<file path="src/sv/group_strings_by_char_set_unit_defines.svh">
// Assertion macros shared by the character-set grouping unit.
`ifndef GROUP_STRINGS_BY_CHAR_SET_UNIT_DEFINES_SVH
`define GROUP_STRINGS_BY_CHAR_SET_UNIT_DEFINES_SVH

`ifndef SYNTHESIS
// Concurrent check that is switched off while reset is high.
`define GSC_ASSERT(lbl, clk, rst, prop, msg) \
  lbl: assert property (@(posedge clk) disable iff (rst) (prop)) else $error(msg);
// Concurrent check that is also evaluated around reset.
`define GSC_ASSERT_ON(lbl, clk, prop, msg) \
  lbl: assert property (@(posedge clk) (prop)) else $error(msg);
`else
`define GSC_ASSERT(lbl, clk, rst, prop, msg)
`define GSC_ASSERT_ON(lbl, clk, prop, msg)
`endif

`endif

</file>
<file path="src/sv/gsc_pkg.sv">
package gsc_pkg;

  // One input item.
  typedef struct packed {
    logic [1:0] action;
    logic [7:0] char_value;
  } in_item_t;

  // One result item.
  typedef struct packed {
    logic [3:0] group_index;
    logic       new_group;
    logic       empty_string;
    logic       table_full;
  } out_item_t;

  localparam int GROUP_INDEX_W = 4;

  // Action codes of an input item.
  localparam logic [1:0] ACT_CHAR  = 2'd0;
  localparam logic [1:0] ACT_END   = 2'd1;
  localparam logic [1:0] ACT_CLEAR = 2'd2;

  // Job kinds passed from the front end to the back end.
  typedef enum logic {
    CMD_END,
    CMD_CLEAR
  } cmd_t;

  typedef struct packed {
    cmd_t cmd;
    logic empty;
  } job_ctl_t;

  typedef enum logic [2:0] {
    B_IDLE,
    B_READ,
    B_CMP,
    B_MISS,
    B_EMIT
  } back_state_t;

endpackage

</file>
<file path="src/sv/gsc_queue.sv">
module gsc_queue #(
  parameter int WIDTH = 2,
  parameter int DEPTH = 2
) (
  input  logic             clk,
  input  logic             rst,
  input  logic             wr_en,
  input  logic [WIDTH-1:0] wr_data,
  output logic             full,
  input  logic             rd_en,
  output logic [WIDTH-1:0] rd_data,
  output logic             empty
);

  localparam int PTR_W = (DEPTH > 1) ? $clog2(DEPTH) : 1;
  localparam int CNT_W = $clog2(DEPTH + 1);
  localparam logic [CNT_W-1:0] DEPTH_CNT = CNT_W'(DEPTH);
  localparam logic [PTR_W-1:0] LAST_PTR = PTR_W'(DEPTH - 1);

  logic [WIDTH-1:0] slots [DEPTH];
  logic [PTR_W-1:0] wr_ptr;
  logic [PTR_W-1:0] rd_ptr;
  logic [CNT_W-1:0] fill;
  logic             do_wr;
  logic             do_rd;

  assign full    = (fill == DEPTH_CNT);
  assign empty   = (fill == '0);
  assign do_wr   = wr_en && !full;
  assign do_rd   = rd_en && !empty;
  assign rd_data = slots[rd_ptr];

  always_ff @(posedge clk) begin
    if (do_wr) begin
      slots[wr_ptr] <= wr_data;
    end
  end

  always_ff @(posedge clk) begin
    if (rst) begin
      wr_ptr <= '0;
      rd_ptr <= '0;
      fill   <= '0;
    end else begin
      if (do_wr) begin
        wr_ptr <= (wr_ptr == LAST_PTR) ? '0 : wr_ptr + PTR_W'(1);
      end
      if (do_rd) begin
        rd_ptr <= (rd_ptr == LAST_PTR) ? '0 : rd_ptr + PTR_W'(1);
      end
      if (do_wr && !do_rd) begin
        fill <= fill + CNT_W'(1);
      end else if (do_rd && !do_wr) begin
        fill <= fill - CNT_W'(1);
      end
    end
  end

endmodule

</file>
<file path="src/sv/gsc_front.sv">
module gsc_front #(
  parameter int CHAR_BITS = 8
) (
  input  logic                  clk,
  input  logic                  rst,
  input  logic                  push,
  output logic                  full,
  input  gsc_pkg::in_item_t     item,
  output logic                  job_push,
  output gsc_pkg::job_ctl_t     job_ctl,
  output logic [(1<<CHAR_BITS)-1:0] job_mask,
  input  logic                  job_full
);
  import gsc_pkg::*;

  localparam int SET_BITS = 1 << CHAR_BITS;

  logic [SET_BITS-1:0]  mask;
  logic [SET_BITS-1:0]  mask_next;
  logic                 seen;
  logic                 seen_next;
  logic                 accept;
  logic [CHAR_BITS-1:0] ch;

  assign full     = job_full;
  assign accept   = push && !job_full;
  assign ch       = item.char_value[CHAR_BITS-1:0];
  assign job_mask = mask;

  // Characters update the open set; end and clear hand a job to the back end.
  always_comb begin
    mask_next   = mask;
    seen_next   = seen;
    job_push    = 1'b0;
    job_ctl.cmd = CMD_END;
    job_ctl.empty = !seen;
    case (item.action)
      ACT_CHAR: begin
        if (accept) begin
          mask_next[ch] = 1'b1;
          seen_next     = 1'b1;
        end
      end
      ACT_END: begin
        if (accept) begin
          job_push  = 1'b1;
          mask_next = '0;
          seen_next = 1'b0;
        end
      end
      ACT_CLEAR: begin
        job_ctl.cmd = CMD_CLEAR;
        if (accept) begin
          job_push  = 1'b1;
          mask_next = '0;
          seen_next = 1'b0;
        end
      end
      default: begin
      end
    endcase
  end

  always_ff @(posedge clk) begin
    if (rst) begin
      mask <= '0;
      seen <= 1'b0;
    end else begin
      mask <= mask_next;
      seen <= seen_next;
    end
  end

endmodule

</file>
<file path="src/sv/gsc_back.sv">
`include "group_strings_by_char_set_unit_defines.svh"

module gsc_back #(
  parameter int MAX_GROUPS = 16,
  parameter int CHAR_BITS  = 8
) (
  input  logic                      clk,
  input  logic                      rst,
  input  logic                      job_empty,
  input  gsc_pkg::job_ctl_t         job_ctl,
  input  logic [(1<<CHAR_BITS)-1:0] job_mask,
  output logic                      job_pop,
  output logic                      empty,
  input  logic                      pop,
  output gsc_pkg::out_item_t        result
);
  import gsc_pkg::*;

  localparam int SET_BITS = 1 << CHAR_BITS;
  localparam int IDX_W    = (MAX_GROUPS > 1) ? $clog2(MAX_GROUPS) : 1;
  localparam int CNT_W    = $clog2(MAX_GROUPS + 1);
  localparam logic [CNT_W-1:0] MAX_CNT = CNT_W'(MAX_GROUPS);

  logic [SET_BITS-1:0] key_mem [MAX_GROUPS];
  logic [SET_BITS-1:0] rd_data;

  back_state_t         state;
  back_state_t         state_next;
  logic [IDX_W-1:0]    idx;
  logic [IDX_W-1:0]    idx_next;
  logic [CNT_W-1:0]    idx_ext;
  logic [CNT_W-1:0]    count;
  logic [CNT_W-1:0]    count_next;
  out_item_t           res;
  out_item_t           res_next;
  logic                mem_we;
  logic                out_load;
  logic                out_valid;
  logic                key_hit;
  logic                last_key;

  assign idx_ext  = CNT_W'(idx);
  assign key_hit  = (rd_data == job_mask);
  assign last_key = ((idx_ext + CNT_W'(1)) == count);
  assign empty    = !out_valid;

  // Key store: one write port at the fill count, one registered read port.
  always_ff @(posedge clk) begin
    if (mem_we) begin
      key_mem[count[IDX_W-1:0]] <= job_mask;
    end
    rd_data <= key_mem[idx];
  end

  always_comb begin
    state_next = state;
    case (state)
      B_IDLE: begin
        if (!job_empty && job_ctl.cmd == CMD_END) begin
          if (job_ctl.empty) begin
            state_next = B_EMIT;
          end else if (count == '0) begin
            state_next = B_MISS;
          end else begin
            state_next = B_READ;
          end
        end
      end
      B_READ: begin
        state_next = B_CMP;
      end
      B_CMP: begin
        if (key_hit) begin
          state_next = B_EMIT;
        end else if (last_key) begin
          state_next = B_MISS;
        end else begin
          state_next = B_READ;
        end
      end
      B_MISS: begin
        state_next = B_EMIT;
      end
      B_EMIT: begin
        if (!out_valid || pop) begin
          state_next = B_IDLE;
        end
      end
      default: begin
        state_next = B_IDLE;
      end
    endcase
  end

  always_comb begin
    idx_next   = idx;
    count_next = count;
    res_next   = res;
    mem_we     = 1'b0;
    job_pop    = 1'b0;
    out_load   = 1'b0;
    case (state)
      B_IDLE: begin
        idx_next = '0;
        if (!job_empty) begin
          if (job_ctl.cmd == CMD_CLEAR) begin
            job_pop    = 1'b1;
            count_next = '0;
          end else if (job_ctl.empty) begin
            job_pop  = 1'b1;
            res_next = '{group_index: '0, new_group: 1'b0,
                         empty_string: 1'b1, table_full: 1'b0};
          end
        end
      end
      B_READ: begin
      end
      B_CMP: begin
        if (key_hit) begin
          job_pop  = 1'b1;
          res_next = '{group_index: GROUP_INDEX_W'(idx), new_group: 1'b0,
                       empty_string: 1'b0, table_full: 1'b0};
        end else if (!last_key) begin
          idx_next = idx + IDX_W'(1);
        end
      end
      B_MISS: begin
        job_pop = 1'b1;
        if (count < MAX_CNT) begin
          mem_we     = 1'b1;
          count_next = count + CNT_W'(1);
          res_next   = '{group_index: GROUP_INDEX_W'(count), new_group: 1'b1,
                         empty_string: 1'b0, table_full: 1'b0};
        end else begin
          res_next = '{group_index: '0, new_group: 1'b0,
                       empty_string: 1'b0, table_full: 1'b1};
        end
      end
      B_EMIT: begin
        out_load = !out_valid || pop;
      end
      default: begin
      end
    endcase
  end

  always_ff @(posedge clk) begin
    if (rst) begin
      state     <= B_IDLE;
      count     <= '0;
      out_valid <= 1'b0;
    end else begin
      state <= state_next;
      count <= count_next;
      if (out_load) begin
        out_valid <= 1'b1;
      end else if (pop) begin
        out_valid <= 1'b0;
      end
    end
  end

  always_ff @(posedge clk) begin
    idx <= idx_next;
    res <= res_next;
    if (out_load) begin
      result <= res;
    end
  end

  `GSC_ASSERT(a_count_bound, clk, rst, count <= MAX_CNT, "group count above capacity")
  `GSC_ASSERT(a_cmp_after_read, clk, rst, (state == B_CMP) |-> ($past(state) == B_READ), "compare without read")
  `GSC_ASSERT(a_read_in_range, clk, rst, (state == B_READ) |-> (idx_ext < count), "read past stored groups")
  `GSC_ASSERT(a_pop_has_job, clk, rst, job_pop |-> !job_empty, "job popped from empty queue")
  `GSC_ASSERT_ON(a_reset_idle, clk, $past(rst) |-> (state == B_IDLE && !out_valid), "not idle after reset")

endmodule

</file>
<file path="src/sv/group_strings_by_char_set_unit.sv">
// Channel   Handshake            Payload                      Accepted when
// input     push / full          item   (gsc_pkg::in_item_t)  push && !full
// result    empty / pop          result (gsc_pkg::out_item_t) pop && !empty
//
// A job is registered in the job queue before the back end sees it. There an
// end of string compares stored keys in turn up to a match or the last key,
// stores a missed set if room is left, then emits; an empty string skips the
// search, and a clear resets the group count. Reset (rst, synchronous) empties
// the job queue, the result register and the group count; the key store keeps
// its contents and needs no clearing pass. full rises only while the two-entry
// job queue is full, as when a finished result waits behind a held one.
module group_strings_by_char_set_unit #(
  parameter int MAX_GROUPS = 16,
  parameter int CHAR_BITS  = 8
) (
  input  logic               clk,
  input  logic               rst,
  input  logic               push,
  output logic               full,
  input  gsc_pkg::in_item_t  item,
  output logic               empty,
  input  logic               pop,
  output gsc_pkg::out_item_t result
);
  import gsc_pkg::*;

  // The set of distinct byte values of a string is a one-hot-per-value mask.
  localparam int SET_BITS = 1 << CHAR_BITS;
  localparam int JOB_W    = $bits(job_ctl_t) + SET_BITS;

  logic                job_push;
  logic                job_full;
  job_ctl_t            job_ctl_in;
  logic [SET_BITS-1:0] job_mask_in;
  logic                job_pop;
  logic                job_empty;
  logic [JOB_W-1:0]    job_rd;
  job_ctl_t            job_ctl_out;
  logic [SET_BITS-1:0] job_mask_out;

  // The front end builds the mask of the open string and turns each end or
  // clear item into a job for the back end.
  gsc_front #(
    .CHAR_BITS (CHAR_BITS)
  ) u_front (
    .clk      (clk),
    .rst      (rst),
    .push     (push),
    .full     (full),
    .item     (item),
    .job_push (job_push),
    .job_ctl  (job_ctl_in),
    .job_mask (job_mask_in),
    .job_full (job_full)
  );

  // Jobs keep their order, so a clear never overtakes a pending search.
  gsc_queue #(
    .WIDTH (JOB_W),
    .DEPTH (2)
  ) u_queue (
    .clk     (clk),
    .rst     (rst),
    .wr_en   (job_push),
    .wr_data ({job_ctl_in, job_mask_in}),
    .full    (job_full),
    .rd_en   (job_pop),
    .rd_data (job_rd),
    .empty   (job_empty)
  );

  assign job_ctl_out  = job_ctl_t'(job_rd[JOB_W-1:SET_BITS]);
  assign job_mask_out = job_rd[SET_BITS-1:0];

  // The back end walks the stored group keys in order of first appearance,
  // so the first match is the lowest group number, and stores new keys.
  gsc_back #(
    .MAX_GROUPS (MAX_GROUPS),
    .CHAR_BITS  (CHAR_BITS)
  ) u_back (
    .clk       (clk),
    .rst       (rst),
    .job_empty (job_empty),
    .job_ctl   (job_ctl_out),
    .job_mask  (job_mask_out),
    .job_pop   (job_pop),
    .empty     (empty),
    .pop       (pop),
    .result    (result)
  );

endmodule

</file>
<file path="config.mk">
export PLATFORM = sky130hd
export DESIGN_NAME = group_strings_by_char_set_unit
export DESIGN_NICKNAME = d
export VERILOG_FILES = /design/src/sv/gsc_pkg.sv /design/src/sv/gsc_queue.sv /design/src/sv/gsc_front.sv /design/src/sv/gsc_back.sv /design/src/sv/group_strings_by_char_set_unit.sv
export VERILOG_INCLUDE_DIRS = /design/src /design/src/sv
export SDC_FILE = /design/constraint.sdc
export NUM_CORES = 2
export LEC_CHECK = 0
export BUFFER_PORTS_ARGS = -buffer_cell sky130_fd_sc_hd__buf_2
export CORE_ASPECT_RATIO = 1.2
export CORE_MARGIN = 10
export CORE_UTILIZATION = 40
export DETAILED_ROUTE_END_ITERATION = 7
export HOLD_SLACK_MARGIN = 0.12
export PLACE_DENSITY_LB_ADDON = 0.12
export SLEW_MARGIN = 10
export SYNTH_ARGS = -nofsm -noshare
export SYNTH_HDL_FRONTEND = slang
export SYNTH_MEMORY_MAX_BITS = 65536
export SYNTH_SLANG_ARGS = --single-unit
</file>
<file path="constraint.sdc">
create_clock -name clk -period 61.3 [get_ports clk]
set_input_delay 9.195 -clock clk [delete_from_list [all_inputs] [get_ports clk]]
set_output_delay 9.195 -clock clk [all_outputs]
set_load 0.02 [all_outputs]
</file>
==> impl_metrics.prom <==
# TYPE chip_impl_metric gauge
chip_impl_info{name="status",value="complete, but fails checks"} 1
chip_impl_info{name="violations",value="max-slew violations"} 1
chip_impl_metric{name="worst_ep_required_time",unit="ps"} 61950
chip_impl_info{name="clock-root-buffer",value="sky130_fd_sc_hd__clkbuf_16"} 1
chip_impl_metric{name="worst_ep_arrival_time",unit="ps"} 11770
chip_impl_metric{name="wl_per_cell",unit="um"} 31.35
chip_impl_metric{name="die_area",unit="um2"} 501200
chip_impl_metric{name="tightestPinTransition",unit="ps"} 1522
chip_impl_info{name="setup.worst_path.start_class",value="input port"} 1
chip_impl_metric{name="finalHoldViolations",unit=""} 0
chip_impl_metric{name="netlist_instances",unit=""} 8140
chip_impl_metric{name="dieWidth",unit="um"} 648.0
chip_impl_metric{name="worst_skew_late_latency",unit="ps"} 1060
chip_impl_info{name="worst_path_most_repeated_cell",value="sky130_fd_sc_hd__buf_4"} 1
chip_impl_metric{name="grt_start_max_net_pins",unit=""} 246
chip_impl_metric{name="cts_hold_buffers",unit=""} 0
chip_impl_metric{name="synth_nets",unit=""} 8163
chip_impl_metric{name="drt_iter0_drc",unit=""} 7513
chip_impl_metric{name="grt_pass1_wl",unit="mm"} 679.8
chip_impl_metric{name="report.final.setup_viol",unit=""} 0
chip_impl_metric{name="comb_power_share",unit="%"} 18.1
chip_impl_metric{name="critical_path.max_fanout",unit=""} 70
chip_impl_metric{name="number_of_enable_type_register_cells_in_the_synthesized_netlist",unit=""} 4630
chip_impl_info{name="worst_path_cell_trace",value="buf_2 > inv_1 > ha_1 > nand3_1 > nor2_4 > buf_4 > buf_4"} 1
chip_impl_metric{name="clock_power_share",unit="%"} 34.8
chip_impl_metric{name="drc",unit=""} 0
chip_impl_metric{name="synthArstFlopShare",unit="%"} 0
chip_impl_metric{name="synth.ff_latch_count",unit=""} 5157
chip_impl_metric{name="syn_area_per_cell",unit="um2"} 23.25
chip_impl_metric{name="slew_viol_final",unit=""} 12
chip_impl_metric{name="detail_route.vias_per_cell",unit=""} 5.569
chip_impl_metric{name="postRouteAntennaNets",unit=""} 0
chip_impl_info{name="endpoint_kind",value="register"} 1
chip_impl_info{name="rsz_0062_raised_after_global_routing",value="false"} 1
chip_impl_metric{name="cts_setup_buffers",unit=""} 0
chip_impl_info{name="hp-class",value="reg -> reg"} 1
chip_impl_metric{name="drive_gt1_share",unit="%"} 28.72
chip_impl_metric{name="cellPowerDensity",unit="nW/um2"} 42.17
chip_impl_metric{name="gr-usage-all-layers",unit="%"} 18.73
chip_impl_metric{name="antenna_found_initial",unit=""} 12
chip_impl_metric{name="finalSetupTns",unit="ps"} 0
chip_impl_metric{name="post-place-cells",unit=""} 14230
chip_impl_metric{name="relative_max_transition_margin",unit="%"} -1.440
chip_impl_metric{name="max-vdd-ir-drop",unit="mV"} 0.03541
chip_impl_metric{name="router_iterations_before_antenna_repair",unit=""} 5
chip_impl_info{name="timing.critical_path.slowest_stage_cell",value="sky130_fd_sc_hd__buf_4"} 1
chip_impl_metric{name="time_the_final_worst_path_needs_with_i_o_delays_and_setup",unit="ps"} 11120
chip_impl_metric{name="fp.dieH",unit="um"} 773.6
chip_impl_metric{name="num_vias",unit=""} 84750
chip_impl_metric{name="row_count",unit=""} 276
chip_impl_info{name="timing.setup.critical_path_class",value="in -> reg"} 1
chip_impl_metric{name="finalCritPeriodShare",unit="%"} 18.14
chip_impl_metric{name="switching_share",unit="%"} 26.46
chip_impl_metric{name="gp_congestion",unit=""} 0.7630
chip_impl_metric{name="netSwitchingPower",unit="uW"} 2397
chip_impl_metric{name="total_routed_wirelength",unit="mm"} 477.0
chip_impl_metric{name="start_util",unit="%"} 40.19
chip_impl_metric{name="post-dp-hpwl",unit="mm"} 254.1
chip_impl_metric{name="finalNetCount",unit=""} 8530
chip_impl_metric{name="cts_buffers",unit=""} 532
chip_impl_metric{name="post_cts.resized_instances",unit=""} 0
chip_impl_metric{name="post_synth_instance_area",unit="um2"} 189300
chip_impl_metric{name="synth.yosys.warnings",unit=""} 0
chip_impl_metric{name="finish.cell_count_without_fillers",unit=""} 15220
chip_impl_metric{name="synth_sequential_area_ratio",unit="%"} 79.02
chip_impl_info{name="tritoncts_clock_tree",value="done"} 1
chip_impl_metric{name="grt-ovfl-total",unit=""} 0
chip_impl_metric{name="cpPeakStageDelay",unit="ps"} 870
chip_impl_metric{name="cellInternalPower",unit="uW"} 6662
chip_impl_metric{name="maximum_number_of_buffers_from_clock_root_to_sink",unit=""} 4
chip_impl_metric{name="via_count_of_the_first_global_routing_pass",unit=""} 89810
chip_impl_info{name="dominantRegCellSynth",value="sky130_fd_sc_hd__edfxtp_1"} 1
chip_impl_metric{name="worst-path-buf-inv",unit=""} 4
chip_impl_metric{name="h-tree-depth",unit=""} 6
chip_impl_metric{name="floorplan.io_pins",unit=""} 23
chip_impl_metric{name="fin_skew",unit="ps"} 64.26
chip_impl_metric{name="synthDistinctLibCells",unit=""} 46
chip_impl_metric{name="portBuffers",unit=""} 22
chip_impl_metric{name="maxClockFrequency",unit="MHz"} 89.94
chip_impl_info{name="layout_common_cells",value="4630 x sky130_fd_sc_hd__edfxtp_1, 1280 x sky130_fd_sc_hd__mux4_2, 542 x sky130_fd_sc_hd__clkbuf_16"} 1
chip_impl_metric{name="area.growth.synth_to_final",unit="%"} 13.50
chip_impl_metric{name="clkTransAtPathRegs",unit="ps"} 60
chip_impl_metric{name="power.leakage",unit="uW"} 0.06610
chip_impl_info{name="critical_path.top_delay_family",value="buffers and inverters"} 1
chip_impl_info{name="most_common_library_cell_in_the_layout_ignoring_fill_and_taps",value="sky130_fd_sc_hd__edfxtp_1"} 1
chip_impl_metric{name="seq_power_share",unit="%"} 47.1
chip_impl_metric{name="clkSinkCount",unit=""} 5157
chip_impl_metric{name="coreArea",unit="um2"} 471000
chip_impl_metric{name="max_cap_viol_count",unit=""} 0
==> area by class of cell <==
cell class                      instances  area (um2)
Multi-Input combinational cell       2588       38370
Timing Repair Buffer                  217        1849
Antenna cell                            4       10.01
Inverter                               11       41.29
Sequential cell                      5157      149600
Clock buffer                          764       15020
Fill cell                           39190      256200
Tap cell                             6255        7826
Clock inverter                        222        2141
==> per-layer routing <==
layer | vias to the layer above | track usage (%) | wire length [um]
li1 | 34790 | - | -
met1 | 47290 | 26.05 | 206300
met2 | 2025 | 31.75 | 240400
met3 | 637 | 2.452 | 20240
met4 | 8 | 4.014 | 10070
met5 | - | 0 | 50
==> stage by stage <==
stage | hold WS, ps | setup slack (ps) | util (%) | power [uW] | instance area, um2
after floorplan | 400.3 | 35040 | - | 5464 | 189300
after global placement | 445.7 | 49170 | 41.97 | 6002 | 197700
after detailed placement | 425.5 | 49140 | 41.97 | 6026 | 197700
after CTS | 441.8 | 50140 | 45.61 | 9193 | 214800
after global routing | 450.7 | 50010 | 45.61 | 9410 | 214800
final | 434.3 | 50180 | 45.61 | 9059 | 214800
==> cells in the mapped netlist, drive strengths merged, types with 2 or more instances <==
cell type / count / area share, %
nor3: 38 / 0.10
a31oi: 2 / 0.0066
clkbuf: 247 / 0.49
a22o: 4 / 0.019
nand2: 20 / 0.040
and3: 3 / 0.0099
buf: 137 / 0.34
o211ai: 2 / 0.0079
mux4: 1280 / 15
nand2b: 14 / 0.048
o21ai: 4 / 0.011
xnor2: 4 / 0.019
edfxtp: 4630 / 73
nand3: 3 / 0.0079
nor2b: 7 / 0.023
xor2: 262 / 1.2
dfxtp: 527 / 5.6
inv: 11 / 0.022
a21oi: 263 / 0.70
nor4: 72 / 0.25
nor2: 311 / 0.62
nand4: 18 / 0.063
mux2i: 2 / 0.011
ha: 9 / 0.059
mux2: 256 / 1.6
==> state kept, by name, indices dropped and copies added, names as in the netlist, named ones only <==
| name | flops |
|---|---|
| u_back.count | 5 |
| u_back.idx | 4 |
| u_back.key_mem | 4096 |
| u_back.out_valid | 1 |
| u_back.rd_data | 256 |
| u_back.res | 7 |
| u_back.result | 7 |
| u_back.state | 3 |
| u_front.job_mask | 256 |
| u_front.seen | 1 |
| u_queue.fill | 2 |
| u_queue.rd_ptr | 1 |
| u_queue.slots | 516 |
| u_queue.wr_ptr | 1 |
==> worst register-to-register path: cells and delay by family, from the launching register on <==
| family | cells | cell delay (ps) |
|---|---|---|
| buffers and inverters | 8 | 6550 |
| flip-flops | 1 | 320 |
| multiplexers | 2 | 1120 |
==> logic make-up (layout without fill, tap and decap cells) <==
kind of cell / count (synthesis) / count (layout) / synth area share [%]
AND/OR/NAND/NOR: 492 / 492 / 1.182
buffers and inverters: 395 / 1214 / 0.8481
multiplexers: 1538 / 1538 / 16.88
flip-flops: 5157 / 5157 / 79.02
AO/OA/AOI/OAI: 283 / 283 / 0.7747
XOR/XNOR: 266 / 266 / 1.231
other: 0 / 4 / 0
adder cells (fa/ha/maj): 9 / 9 / 0.05949
==> path summary, 6_finish.rpt <==
check | slack, ps | to | cells after the start | start
worst max-delay path | 50180 | u_queue.slots[1][169]$_DFFE_PP_ | 7 | item[8]
worst min-delay path | 430 | u_back.result[1]$_DFFE_PP_ | 0 | u_back.res[1]$_DFFE_PP_
worst max register to register | 53180 | u_back.rd_data[223]$_DFF_P_ | 10 | u_back.idx[0]$_SDFFCE_PP0P_
worst min register to register | 430 | u_back.result[1]$_DFFE_PP_ | 0 | u_back.res[1]$_DFFE_PP_
==> power by group through the flow <==
stage	sequential [uW]	clock [uW]	combinational, uW
global route	4280	3370	1760
CTS	4270	3230	1690
finish	4270	3150	1640
floorplan	4330	0	1140
global placement	4340	0	1660
detailed placement	4340	0	1690
No activity file was read; power rests on OpenSTA's default activity.
